File: src/rtl/core/sdagg_pkg.sv
// ----------------------------------------------------------------------------
// sdagg_pkg
// Types and constants shared by the series downsample aggregator.
// ----------------------------------------------------------------------------
package sdagg_pkg;

  localparam int unsigned SUM_BITS      = 48;
  localparam int unsigned IN_BITS       = 32;
  localparam int unsigned GSIZE_BITS    = 10;
  localparam int unsigned SKIP_BITS     = 9;
  localparam int unsigned GPOS_BITS     = 9;
  localparam int unsigned SPOS_BITS     = 10;
  localparam int unsigned METHOD_BITS   = 2;
  localparam int unsigned CFG_IDX_BITS  = 2;
  localparam int unsigned CFG_DATA_BITS = 10;

  typedef logic [METHOD_BITS-1:0]  method_t;
  typedef logic [CFG_IDX_BITS-1:0] cfg_idx_t;

  localparam method_t METHOD_LAST = 2'd0;
  localparam method_t METHOD_MEAN = 2'd1;
  localparam method_t METHOD_SUM  = 2'd2;

  localparam cfg_idx_t CFG_IDX_METHOD     = 2'd0;
  localparam cfg_idx_t CFG_IDX_GROUP_SIZE = 2'd1;
  localparam cfg_idx_t CFG_IDX_SKIP_COUNT = 2'd2;

  typedef struct packed {
    logic signed [IN_BITS-1:0] sample_value;
    logic                      sample_missing;
    logic                      series_start;
  } sample_t;

  typedef struct packed {
    logic signed [SUM_BITS-1:0] result_value;
    logic                       result_missing;
  } result_t;

  typedef struct packed {
    method_t                method;
    logic [GSIZE_BITS-1:0]  group_size;
    logic [SKIP_BITS-1:0]   skip_count;
  } cfg_t;

  typedef enum logic [1:0] {
    OP_EMIT,
    OP_MEAN,
    OP_SKIP
  } op_e;

  typedef struct packed {
    op_e                   op;
    logic [SUM_BITS-1:0]   value;
    logic                  missing;
    logic [GSIZE_BITS-1:0] divisor;
  } cmd_t;

  typedef enum logic [1:0] {
    BK_IDLE,
    BK_DIV,
    BK_DONE
  } back_state_e;

endpackage

File: src/rtl/core/series_downsample_aggregator_unit.sv
// ----------------------------------------------------------------------------
// series_downsample_aggregator_unit
// Boxcar decimation of a sample series with last, mean and sum modes.
// ----------------------------------------------------------------------------
// Samples are taken one per cycle while full is low. Within a group the
// front end accumulates each sample as it is taken, and results that need
// no division (last, sum, missing) pass through the command queue to the
// result queue once the commands ahead of them are done. A mean result,
// and every skipped sample past index zero, goes through the shared restoring
// divider in the back end (load, 48 quotient steps, write). A two-entry
// command queue sits between front and back and a two-entry result queue
// holds finished results until popped. The configuration port is always
// ready; write it only while the block idles.
module series_downsample_aggregator_unit #(
  parameter int unsigned MAX_GROUP   = 512,
  parameter int unsigned SAMPLE_BITS = 32
) (
  input  logic                                  clk_i,
  input  logic                                  rst_ni,
  input  logic                                  push,
  output logic                                  full,
  input  sdagg_pkg::sample_t                    in_item_i,
  output logic                                  empty,
  input  logic                                  pop,
  output sdagg_pkg::result_t                    result_o,
  input  logic                                  cfg_valid_i,
  output logic                                  cfg_ready_o,
  input  logic [sdagg_pkg::CFG_IDX_BITS-1:0]    cfg_index_i,
  input  logic [sdagg_pkg::CFG_DATA_BITS-1:0]   cfg_data_i
);

  import sdagg_pkg::*;

  cfg_t    cfg_q, cfg_d;
  logic    accept;
  logic    cmd_push, cmd_full, cmd_pop, cmd_empty;
  cmd_t    cmd_in, cmd_out;
  logic    res_push, res_full;
  result_t res_in;

  assign cfg_ready_o = 1'b1;
  assign accept      = push && !full;
  assign full        = cmd_full;

  always_comb begin
    cfg_d = cfg_q;
    if (cfg_valid_i) begin
      unique case (cfg_index_i)
        CFG_IDX_METHOD:     cfg_d.method     = cfg_data_i[METHOD_BITS-1:0];
        CFG_IDX_GROUP_SIZE: cfg_d.group_size = cfg_data_i[GSIZE_BITS-1:0];
        CFG_IDX_SKIP_COUNT: cfg_d.skip_count = cfg_data_i[SKIP_BITS-1:0];
        default:            cfg_d = cfg_q;
      endcase
    end
  end

  always_ff @(posedge clk_i or negedge rst_ni) begin
    if (!rst_ni) begin
      cfg_q <= '{method: METHOD_LAST, group_size: GSIZE_BITS'(2), skip_count: '0};
    end else begin
      cfg_q <= cfg_d;
    end
  end

  sdagg_front #(
    .MAX_GROUP   (MAX_GROUP),
    .SAMPLE_BITS (SAMPLE_BITS)
  ) u_front (
    .clk_i      (clk_i),
    .rst_ni     (rst_ni),
    .cfg_i      (cfg_q),
    .accept_i   (accept),
    .sample_i   (in_item_i),
    .cmd_push_o (cmd_push),
    .cmd_o      (cmd_in)
  );

  sdagg_fifo #(
    .WIDTH ($bits(cmd_t)),
    .DEPTH (2)
  ) u_cmd_fifo (
    .clk_i   (clk_i),
    .rst_ni  (rst_ni),
    .push_i  (cmd_push),
    .data_i  (cmd_in),
    .full_o  (cmd_full),
    .pop_i   (cmd_pop),
    .data_o  (cmd_out),
    .empty_o (cmd_empty)
  );

  sdagg_back u_back (
    .clk_i       (clk_i),
    .rst_ni      (rst_ni),
    .cmd_empty_i (cmd_empty),
    .cmd_i       (cmd_out),
    .cmd_pop_o   (cmd_pop),
    .res_full_i  (res_full),
    .res_push_o  (res_push),
    .res_o       (res_in)
  );

  sdagg_fifo #(
    .WIDTH ($bits(result_t)),
    .DEPTH (2)
  ) u_res_fifo (
    .clk_i   (clk_i),
    .rst_ni  (rst_ni),
    .push_i  (res_push),
    .data_i  (res_in),
    .full_o  (res_full),
    .pop_i   (pop),
    .data_o  (result_o),
    .empty_o (empty)
  );

endmodule

File: src/rtl/core/sdagg_fifo.sv
// ----------------------------------------------------------------------------
// sdagg_fifo
// Small register queue with push/full and pop/empty sides.
// ----------------------------------------------------------------------------
module sdagg_fifo #(
  parameter int unsigned WIDTH = 8,
  parameter int unsigned DEPTH = 2
) (
  input  logic             clk_i,
  input  logic             rst_ni,
  input  logic             push_i,
  input  logic [WIDTH-1:0] data_i,
  output logic             full_o,
  input  logic             pop_i,
  output logic [WIDTH-1:0] data_o,
  output logic             empty_o
);

  localparam int unsigned PTR_W = (DEPTH > 1) ? $clog2(DEPTH) : 1;
  localparam int unsigned CNT_W = $clog2(DEPTH + 1);

  logic [WIDTH-1:0] mem_q [DEPTH];
  logic [PTR_W-1:0] wr_ptr_q, wr_ptr_d;
  logic [PTR_W-1:0] rd_ptr_q, rd_ptr_d;
  logic [CNT_W-1:0] cnt_q, cnt_d;
  logic             do_push, do_pop;

  assign full_o  = (cnt_q == CNT_W'(DEPTH));
  assign empty_o = (cnt_q == '0);
  assign data_o  = mem_q[rd_ptr_q];
  assign do_push = push_i && !full_o;
  assign do_pop  = pop_i && !empty_o;

  always_comb begin
    wr_ptr_d = wr_ptr_q;
    rd_ptr_d = rd_ptr_q;
    cnt_d    = cnt_q;
    if (do_push) begin
      wr_ptr_d = (wr_ptr_q == PTR_W'(DEPTH - 1)) ? '0 : wr_ptr_q + PTR_W'(1);
    end
    if (do_pop) begin
      rd_ptr_d = (rd_ptr_q == PTR_W'(DEPTH - 1)) ? '0 : rd_ptr_q + PTR_W'(1);
    end
    if (do_push && !do_pop) begin
      cnt_d = cnt_q + CNT_W'(1);
    end else if (do_pop && !do_push) begin
      cnt_d = cnt_q - CNT_W'(1);
    end
  end

  always_ff @(posedge clk_i or negedge rst_ni) begin
    if (!rst_ni) begin
      wr_ptr_q <= '0;
      rd_ptr_q <= '0;
      cnt_q    <= '0;
    end else begin
      wr_ptr_q <= wr_ptr_d;
      rd_ptr_q <= rd_ptr_d;
      cnt_q    <= cnt_d;
    end
  end

  always_ff @(posedge clk_i) begin
    if (do_push) begin
      mem_q[wr_ptr_q] <= data_i;
    end
  end

endmodule

File: src/rtl/core/sdagg_front.sv
// ----------------------------------------------------------------------------
// sdagg_front
// Takes samples, tracks skip and group position, accumulates the group sum
// and sends the back end a command per result and per skip past index zero.
// ----------------------------------------------------------------------------
module sdagg_front #(
  parameter int unsigned MAX_GROUP   = 512,
  parameter int unsigned SAMPLE_BITS = 32
) (
  input  logic              clk_i,
  input  logic              rst_ni,
  input  sdagg_pkg::cfg_t   cfg_i,
  input  logic              accept_i,
  input  sdagg_pkg::sample_t sample_i,
  output logic              cmd_push_o,
  output sdagg_pkg::cmd_t   cmd_o
);

  import sdagg_pkg::*;

  logic [SPOS_BITS-1:0]  spos_q, spos_d, spos_c;
  logic [GPOS_BITS-1:0]  gpos_q, gpos_d, gpos_c, gpos_n;
  logic [SUM_BITS-1:0]   sum_q, sum_d, sum_c, sum_n;
  logic                  gmiss_q, gmiss_d, gmiss_c, gmiss_n;
  logic [GSIZE_BITS-1:0] grp;
  logic [SUM_BITS-1:0]   zx, sx;
  logic                  complete;

  // effective group size
  always_comb begin
    if (cfg_i.group_size == '0) begin
      grp = GSIZE_BITS'(1);
    end else if (32'(cfg_i.group_size) > MAX_GROUP) begin
      grp = GSIZE_BITS'(MAX_GROUP);
    end else begin
      grp = cfg_i.group_size;
    end
  end

  // sign extend from the sample width
  always_comb begin
    zx = {{(SUM_BITS - IN_BITS){1'b0}}, sample_i.sample_value};
    for (int i = 0; i < SUM_BITS; i++) begin
      sx[i] = (i < SAMPLE_BITS) ? zx[i] : zx[SAMPLE_BITS-1];
    end
  end

  assign spos_c  = sample_i.series_start ? '0 : spos_q;
  assign gpos_c  = sample_i.series_start ? '0 : gpos_q;
  assign sum_c   = sample_i.series_start ? '0 : sum_q;
  assign gmiss_c = sample_i.series_start ? 1'b0 : gmiss_q;

  always_comb begin
    sum_n   = sum_c;
    gmiss_n = gmiss_c;
    if (cfg_i.method != METHOD_LAST) begin
      if (sample_i.sample_missing) begin
        gmiss_n = 1'b1;
      end else begin
        sum_n = sum_c + sx;
      end
    end
    gpos_n   = gpos_c + GPOS_BITS'(1);
    complete = (gpos_n == '0) || (GSIZE_BITS'(gpos_n) >= grp);
  end

  always_comb begin
    spos_d      = spos_q;
    gpos_d      = gpos_q;
    sum_d       = sum_q;
    gmiss_d     = gmiss_q;
    cmd_push_o  = 1'b0;
    cmd_o       = '{op: OP_EMIT, value: '0, missing: 1'b1, divisor: grp};
    if (accept_i) begin
      if (spos_c < SPOS_BITS'(cfg_i.skip_count)) begin
        spos_d  = spos_c + SPOS_BITS'(1);
        gpos_d  = gpos_c;
        sum_d   = sum_c;
        gmiss_d = gmiss_c;
        if (spos_c != '0) begin
          cmd_push_o = 1'b1;
          cmd_o.op    = OP_SKIP;
          cmd_o.value = SUM_BITS'(spos_c);
        end
      end else begin
        spos_d = spos_c;
        if (complete) begin
          gpos_d     = '0;
          sum_d      = '0;
          gmiss_d    = 1'b0;
          cmd_push_o = 1'b1;
          if (cfg_i.method == METHOD_LAST) begin
            cmd_o.missing = sample_i.sample_missing;
            cmd_o.value   = sample_i.sample_missing ? '0 : sx;
          end else if (gmiss_n) begin
            cmd_o.missing = 1'b1;
          end else if (cfg_i.method == METHOD_MEAN) begin
            cmd_o.op      = OP_MEAN;
            cmd_o.missing = 1'b0;
            cmd_o.value   = sum_n;
          end else begin
            cmd_o.missing = 1'b0;
            cmd_o.value   = sum_n;
          end
        end else begin
          gpos_d  = gpos_n;
          sum_d   = sum_n;
          gmiss_d = gmiss_n;
        end
      end
    end
  end

  always_ff @(posedge clk_i or negedge rst_ni) begin
    if (!rst_ni) begin
      spos_q  <= '0;
      gpos_q  <= '0;
      sum_q   <= '0;
      gmiss_q <= 1'b0;
    end else begin
      spos_q  <= spos_d;
      gpos_q  <= gpos_d;
      sum_q   <= sum_d;
      gmiss_q <= gmiss_d;
    end
  end

endmodule

File: src/rtl/core/sdagg_back.sv
// ----------------------------------------------------------------------------
// sdagg_back
// Executes commands: passes direct results through and runs a shared
// restoring divider, one quotient bit per cycle, for mean results and for
// the group boundary test of skipped samples.
// ----------------------------------------------------------------------------
module sdagg_back (
  input  logic               clk_i,
  input  logic               rst_ni,
  input  logic               cmd_empty_i,
  input  sdagg_pkg::cmd_t    cmd_i,
  output logic               cmd_pop_o,
  input  logic               res_full_i,
  output logic               res_push_o,
  output sdagg_pkg::result_t res_o
);

  import sdagg_pkg::*;

  localparam int unsigned CNT_BITS = $clog2(SUM_BITS);
  localparam logic [CNT_BITS-1:0] STEP_LAST = CNT_BITS'(SUM_BITS - 1);

  back_state_e           state_q, state_d;
  logic [CNT_BITS-1:0]   cnt_q, cnt_d;
  op_e                   op_q;
  logic                  neg_q;
  logic [GSIZE_BITS-1:0] div_q;
  logic [GSIZE_BITS-1:0] rem_q, rem_n;
  logic [SUM_BITS-1:0]   quo_q;
  logic [GSIZE_BITS:0]   trial, diff;
  logic                  ge;
  logic [SUM_BITS-1:0]   mag;
  logic                  load;

  assign trial = {rem_q, quo_q[SUM_BITS-1]};
  assign diff  = trial - {1'b0, div_q};
  assign ge    = (trial >= {1'b0, div_q});
  assign rem_n = ge ? diff[GSIZE_BITS-1:0] : trial[GSIZE_BITS-1:0];
  assign mag   = cmd_i.value[SUM_BITS-1] ? (~cmd_i.value + SUM_BITS'(1)) : cmd_i.value;
  assign load  = (state_q == BK_IDLE) && !cmd_empty_i && (cmd_i.op != OP_EMIT);

  // next state
  always_comb begin
    state_d = state_q;
    cnt_d   = cnt_q;
    unique case (state_q)
      BK_IDLE: begin
        if (load) begin
          state_d = BK_DIV;
          cnt_d   = '0;
        end
      end
      BK_DIV: begin
        cnt_d = cnt_q + CNT_BITS'(1);
        if (cnt_q == STEP_LAST) begin
          state_d = BK_DONE;
        end
      end
      BK_DONE: begin
        if ((op_q == OP_SKIP) && (rem_q != '0)) begin
          state_d = BK_IDLE;
        end else if (!res_full_i) begin
          state_d = BK_IDLE;
        end
      end
      default: state_d = BK_IDLE;
    endcase
  end

  // outputs
  always_comb begin
    cmd_pop_o  = 1'b0;
    res_push_o = 1'b0;
    res_o      = '{result_value: '0, result_missing: 1'b1};
    unique case (state_q)
      BK_IDLE: begin
        if (!cmd_empty_i) begin
          if (cmd_i.op == OP_EMIT) begin
            cmd_pop_o  = !res_full_i;
            res_push_o = !res_full_i;
            res_o      = '{result_value: cmd_i.value, result_missing: cmd_i.missing};
          end else begin
            cmd_pop_o = 1'b1;
          end
        end
      end
      BK_DONE: begin
        if (op_q == OP_SKIP) begin
          res_push_o = (rem_q == '0) && !res_full_i;
        end else begin
          res_push_o = !res_full_i;
          res_o      = '{result_value: neg_q ? (~quo_q + SUM_BITS'(1)) : quo_q,
                         result_missing: 1'b0};
        end
      end
      default: begin
        cmd_pop_o = 1'b0;
      end
    endcase
  end

  always_ff @(posedge clk_i or negedge rst_ni) begin
    if (!rst_ni) begin
      state_q <= BK_IDLE;
      cnt_q   <= '0;
    end else begin
      state_q <= state_d;
      cnt_q   <= cnt_d;
    end
  end

  always_ff @(posedge clk_i) begin
    if (load) begin
      op_q  <= cmd_i.op;
      neg_q <= cmd_i.value[SUM_BITS-1];
      div_q <= cmd_i.divisor;
      rem_q <= '0;
      quo_q <= mag;
    end else if (state_q == BK_DIV) begin
      rem_q <= rem_n;
      quo_q <= {quo_q[SUM_BITS-2:0], ge};
    end
  end

endmodule

File: config.mk
export PLATFORM = sky130hd
export DESIGN_NAME = series_downsample_aggregator_unit
export DESIGN_NICKNAME = d
export VERILOG_FILES = /design/src/rtl/core/sdagg_pkg.sv /design/src/rtl/core/series_downsample_aggregator_unit.sv /design/src/rtl/core/sdagg_fifo.sv /design/src/rtl/core/sdagg_front.sv /design/src/rtl/core/sdagg_back.sv
export SDC_FILE = /design/constraint.sdc
export NUM_CORES = 1
export LEC_CHECK = 0
export ABC_AREA = 0
export BUFFER_PORTS_ARGS = -buffer_cell sky130_fd_sc_hd__buf_2
export CORE_MARGIN = 10
export CORE_UTILIZATION = 60
export CTS_CLUSTER_SIZE = 30
export DETAILED_ROUTE_END_ITERATION = 8
export PLACE_DENSITY = 0.78
export SLEW_MARGIN = 10
export SYNTH_ARGS = -nofsm -noshare
export SYNTH_HDL_FRONTEND = slang
export SYNTH_SLANG_ARGS = --single-unit
File: constraint.sdc
create_clock -name clk_i -period 7.04 [get_ports clk_i]
set_input_delay 1.408 -clock clk_i [delete_from_list [all_inputs] [get_ports clk_i]]
set_output_delay 1.408 -clock clk_i [all_outputs]
set_load 0.02 [all_outputs]
Word-level counts from Yosys, hierarchy flattened
Memories as Yosys holds them, arrays and structs flattened.
Index checks and enable logic that the tools add are counted.
{ "totals": {"ff_bits": 176, "ram_bits": 220, "input_bits": 51, "output_inout_bits": 52, "elab_cells": 166, "mem_count": 2} }
{ "classes": {"addsub": 15, "n_lt_le_gt_ge": 4, "n_eq_ne": 12, "muxes": 67, "n_bitwise": 2, "n_reduce_logical": 44} }
{ "memory_table": {"columns": ["memory", "depth", "width", "rd", "rd_ports_with_merged_regs", "wr", "line_no", "rtl"], "rows": [
  ["u_cmd_fifo.mem_q", 2, 61, 1, 0, 1, "sdagg_fifo.sv:22", "logic [WIDTH-1:0] mem_q [DEPTH];"],
  ["u_res_fifo.mem_q", 2, 49, 1, 0, 1, "sdagg_fifo.sv:22", null]
]} }
{ "op_table": {"columns": ["operator", "n"], "rows": [
  ["48-bit two-way mux", 10],
  ["49-bit two-way mux", 4],
  ["50-bit two-way mux", 3],
  ["51-bit two-way mux", 2],
  ["49-bit one-hot mux with 2 select lines", 1],
  ["48-bit by 1-bit adder with 48-bit output (second input constant)", 2],
  ["48-bit NOT", 2],
  ["10-bit two-way mux", 5],
  ["48-bit adder", 1],
  ["9-bit two-way mux", 3],
  ["1-bit two-way mux", 26],
  ["10-bit logical NOT", 2],
  ["10-bit nonzero test", 2],
  ["2-bit two-way mux", 9],
  ["1-bit logical AND", 13],
  ["2-bit logical NOT", 6],
  ["6-bit one-hot mux with 2 select lines", 1],
  ["2-bit nonzero test", 6],
  ["11-bit by 10-bit greater-or-equal comparator with 1-bit output", 1],
  ["10-bit by 1-bit adder with 10-bit output (second input constant)", 1],
  ["2-bit == test (second input constant)", 5],
  ["9-bit by 10-bit greater-or-equal comparator with 1-bit output", 1],
  ["10-bit > comparator (second input constant)", 1],
  ["10-bit by 9-bit less-than comparator with 1-bit output", 1],
  ["18 further kinds", 36]
]} }

Depth between registers and ports, before layout
{ "logic_depth": {"word_depth": 13, "mapped_depth": 21, "ltp_nobuf": 17} }

Hierarchy
From an unflattened synthesis, not the netlist that was laid out.
{ "unflattened": {"cells_unflattened": 2605, "hier_area_um2": 25978.7} }
{ "modules_own_cells": {"columns": ["module", "n_inst", "cells_each", "area_per_inst_um2", "seq_area_each_um2"], "rows": [
  ["sdagg_front", 1, 1442, 10085.9, 1701.6],
  ["sdagg_back", 1, 733, 6188.4, 2232.1],
  ["sdagg_fifo (u_cmd_fifo)", 1, 209, 4899.7, 3763.6],
  ["sdagg_fifo (u_res_fifo)", 1, 172, 3986.3, 3042.9],
  ["series_downsample_aggregator_unit", 1, 49, 818.3, 526.8]
]} }

Least setup slack after synthesis
Ideal clock, no wire load.
{ "synth_timing": {"kind": "in2reg", "from": "input in_item_i[0] (netlist name)", "to": "memory u_cmd_fifo.mem_q[0][0] (netlist name), enable pin", "setup_ns": 0.500, "arrival_time_ns": 7.111, "t_required_ns": 6.540, "setup_slack_ns": -0.571, "path_stages": 16, "n_path_buf": 4, "path_cell_list": "clkbuf_1 clkbuf_1 clkbuf_1 nor2b_1 ha_1 nand2_1 nor2_1 and4_1 o21ai_0 inv_1 ha_1 a31oi_1 o2bb2ai_1 buf_2 nand2_1 a21oi_1"} }
{ "synth_via": {"elab_chain_cells": 10} }
{ "synth_rtl": {"columns": ["element", "line_no", "rtl"], "rows": [
  ["from (decl)", "series_downsample_aggregator_unit.sv:22", "input sdagg_pkg::sample_t in_item_i,"],
  ["9-bit two-way mux", "sdagg_front.sv:49", "assign gpos_c = sample_i.series_start ? '0 : gpos_q;"],
  ["9-bit by 1-bit adder with 9-bit output", "sdagg_front.sv:63", "gpos_n = gpos_c + GPOS_BITS'(1);"],
  ["9-bit by 10-bit greater-or-equal comparator with 1-bit output or 9-bit logical NOT (tied branches)", "sdagg_front.sv:64", "complete = (gpos_n == '0) || (GSIZE_BITS'(gpos_n) >= grp);"],
  ["1-bit logical OR", "sdagg_front.sv:64", null],
  ["1-bit two-way mux", "sdagg_front.sv:87", "if (complete) begin"],
  ["1-bit two-way mux *", "sdagg_front.sv:75", "if (spos_c < SPOS_BITS'(cfg_i.skip_count)) begin"],
  ["1-bit two-way mux *", "sdagg_front.sv:74", "if (accept_i) begin"],
  ["1-bit logical AND *", "sdagg_fifo.sv:31", "assign do_push = push_i && !full_o;"],
  ["1-bit two-way mux *", "sdagg_fifo.sv:64", "if (do_push) begin"],
  ["1-bit two-way mux (implied by the code) *", "sdagg_fifo.sv:65", "mem_q[wr_ptr_q] <= data_i;"],
  ["to (decl)", "sdagg_fifo.sv:22", null]
]} }
Every way passes the cells marked *; elsewhere a longest branch is shown, timed or not.

==> flow_summary.yaml <==
outcome:
  status: "complete, no violations"
floorplan:
  start_util: 0.608
  die_area_um2: 46300
  core_um2: 37600
  die_x_um: 215
  dieHeight_um: 215
  num_io_pins: 103
  rows: 71
layout:
  area_growth_pct: 10.2
  utilization: 0.670
  n_antenna_cell: 0
  fin_nets: 2371
  drive_gt1_frac: 0.137
  n_fill_cell: 2839
  stdcell_area_um2: 25200
sta:
  slew_headroom: 0.232
  post-route-period-util: 0.793
  fin_hold_ws_ns: 0.474
  slew_viol_final: 0
  rsz0062_at_grt: "no"
  timing.final.ws_setup_ns: 1.45
  worst_pin_slew_ns: 1.15
  tns_ns: 0
  finalSetupViolations: 0
  hold_violations: 0
  max_freq_mhz: 179
  min_period_ns: 5.59
  finClkSkew_ns: 0.0234
power_and_ir_drop:
  leakagePower_nw: 9.68
  power_density_nw_per_um2: 249
  peakVddDrop_mv: 0.205
clock_tree:
  clk_pin_slew_ns: 0.07
  cts_buffers: 41
  clkLatencyLatePin_ns: 0.57
  clock-sinks: 396
  cts_resized: 0
  root_buffer: "clkbuf_16"
  postCtsHoldBufs: 0
  cts_tree: "yes"
  post-cts-setup-buffers: 0
  clockBufferDepth: 3
  h-tree-depth: 2
detailed_routing:
  avgRoutedWirePerCell_um: 21.0
  drc: 0
  drt_iter0_markers: 1779
  totalWireLength_um: 58300
  dr.pass1.iters: 5
  viasPerCell: 6.24
  ant_nets: 0
  vias: 17300
global_route:
  antenna_found_initial: 0
  grtUsageTotal: 0.245
  grt_start_max_net_pins: 94
  grt-ovfl-total: 0
  grt_pass1_wl_um: 92600
  first_global_vias: 17000
critical_path:
  crit_top_cell: "o21ai_0"
  cp_cell_sequence: "buf_2 -> buf_4 -> nor2b_1 -> ha_1 -> o211ai_1 -> o21ai_0 -> o21ai_0 -> a2111oi_0 -> a21oi_1 -> o21ai_0 -> or4_1 -> o211ai_1 -> nor3_1"
  cp-end-kind: "register"
  critPathLaunchType: "input port"
  critPathArrivalTime_ns: 5.95
  max_stage_delay_ns: 0.85
  critPathMaxFanout: 38
  worstPathRequired_ns: 7.41
  crit_type: "in2reg"
  crit_path_top_delay_cell: "a2111oi_0"
logic_synthesis:
  ys_ff_latch: 396
  netlist_area_um2: 22800
  yosys_warnings: 0
  synth.avg_cell_area_um2: 10.5
  synth_top_area_frac: 0.369
  yosysSeqAreaShare: 0.493
  async_reset_ff_frac: 0.265
  synth_flop_cell: "edfxtp_1"
  synthCells: 2175
  synth_top_area_cell: "edfxtp_1"
  synth_edf_count: 281
  synth_cell_type_count: 92
  synth_area_leaders: "edfxtp_1 37%, dfrtp_1 11%, ha_1 4.5%"
  syn_nets: 2311
run:
  max-cap-violations: 0
place:
  port_buffers: 101
  hpwl_um: 41200
  gp_congestion: 0.963
  pre_cts_slack_ns: 0.976
  dpl_cell_area_um2: 23800
worst_hold_path:
  hold_class: "reg2reg"
[report_power, final]
group          total (W)  internal, W  switching (W)
Clock            0.00230      0.00136       0.000936
Combinational    0.00112     0.000384       0.000734
Sequential       0.00285      0.00273       0.000113
[Yosys cell counts (7+ instances only)]
master / number
nand3_1: 24
o21a_1: 13
o21bai_1: 13
o211ai_1: 8
o22ai_1: 55
dfxtp_1: 10
nor3b_1: 16
xor2_1: 93
or3_1: 9
o31ai_1: 21
o21ai_0: 182
nor3_1: 41
and2_1: 10
clkbuf_1: 85
nand2b_1: 31
or2_2: 7
or4_1: 9
nand2_1: 226
a22oi_1: 8
nor2_1: 124
nand4_1: 25
mux2_2: 84
a211oi_1: 19
a21oi_1: 121
nor4_1: 14
nor2b_1: 67
ha_1: 83
a22o_1: 25
buf_2: 14
xnor2_1: 67
a31oi_1: 14
a21o_1: 22
mux2i_1: 68
edfxtp_1: 281
inv_1: 67
o41ai_1: 8
dfrtp_1: 104
[final timing paths]
kind	startpoint	end	slack (ns)	cells after the start
worst max-delay path	in_item_i[0]	u_cmd_fifo.mem_q[0][36]$_DFFE_PP_	1.45	13
min in group asynchronous	rst_ni	cfg_q[17]$_DFFE_PN0P_	0.89	1
max in group asynchronous	rst_ni	u_cmd_fifo.rd_ptr_q$_DFFE_PN0P_	4.78	2
worst min register to register	u_front.sum_q[12]$_DFFE_PN0P_	u_front.sum_q[12]$_DFFE_PN0P_	0.47	2
worst max register to register	u_front.gpos_q[0]$_DFFE_PN0P_	u_cmd_fifo.mem_q[0][48]$_DFFE_PP_	2.57	14
worst min-delay path	u_front.sum_q[12]$_DFFE_PN0P_	u_front.sum_q[12]$_DFFE_PN0P_	0.47	2
[placed cells by master (no fill, tap or decap), drive strengths merged, types with 20 or more instances in the layout]
| cell type | count |
|---|---|
| a21o | 22 |
| xor2 | 93 |
| nor3 | 42 |
| a22o | 25 |
| nor2b | 67 |
| nand4 | 25 |
| dfrtp | 104 |
| edfxtp | 281 |
| o31ai | 22 |
| clkbuf | 52 |
| xnor2 | 67 |
| ha | 83 |
| nand2 | 226 |
| o22ai | 55 |
| mux2 | 84 |
| a211oi | 20 |
| nor2 | 125 |
| buf | 125 |
| nand2b | 31 |
| inv | 71 |
| mux2i | 69 |
| o21ai | 185 |
| nand3 | 25 |
| a21oi | 121 |
[final cells by class]
type	instances	area, um^2	area share
clock inverters	21	273	0.0108
well taps	511	639	0.0254
clock buffers	52	1130	0.0449
repair buffers	125	688	0.0273
inverters	70	263	0.0104
multi-input cells	1601	10900	0.433
flip-flops and latches	396	11300	0.448
[logic make-up after synthesis]
family / synth area share
compound gates: 0.159
mux: 0.0722
simple gates: 0.136
buf+inv: 0.0308
fa+ha+maj: 0.0472
other cells: 0.000164
flops: 0.493
xor+xnor: 0.0614
[flip-flops by register name (all words and copies together), names as in the netlist]
signal,cells
u_res_fifo.rd_ptr_q,1
u_front.sum_q,48
u_cmd_fifo.rd_ptr_q,1
u_back.quo_q,48
u_res_fifo.wr_ptr_q,1
u_back.rem_q,10
u_front.gmiss_q,1
u_back.cnt_q,6
u_back.state_q,2
u_front.gpos_q,9
u_cmd_fifo.mem_q,122
u_cmd_fifo.wr_ptr_q,1
cfg_q,21
u_res_fifo.mem_q,98
u_back.div_q,10
u_cmd_fifo.cnt_q,2
u_back.op_q,2
u_back.neg_q,1
u_front.spos_q,10
u_res_fifo.cnt_q,2
[layer usage]
| layer | global-route usage | wire, um | vias up | share of wire |
|---|---|---|---|---|
| met2 | 0.382 | 26200 | 706 | 0.45 |
| met4 | 0.0681 | 1310 | 0 | 0.023 |
| met5 | 0 | 0 | - | 0 |
| met1 | 0.344 | 26100 | 8380 | 0.45 |
| met3 | 0.0463 | 4730 | 93 | 0.081 |
| li1 | - | - | 8156 | - |
[critical path, delay by kind of cell]
| family | cells | cell delay (ns) |
|---|---|---|
| AO/OA/AOI/OAI | 7 | 2.47 |
| buffers and inverters | 2 | 1.08 |
| adder cells (fa/ha/maj) | 1 | 0.37 |
| AND/OR/NAND/NOR | 3 | 0.58 |
[through the flow]
stage | total power (W) | std cells
after floorplan | 0.00363 | 2175
after global placement | 0.00394 | 2703
after detailed placement | 0.00397 | 2703
after CTS | 0.00626 | 2776
after global routing | 0.00650 | 2776
final | 0.00626 | 2776
(Power assumes the default switching activity.)
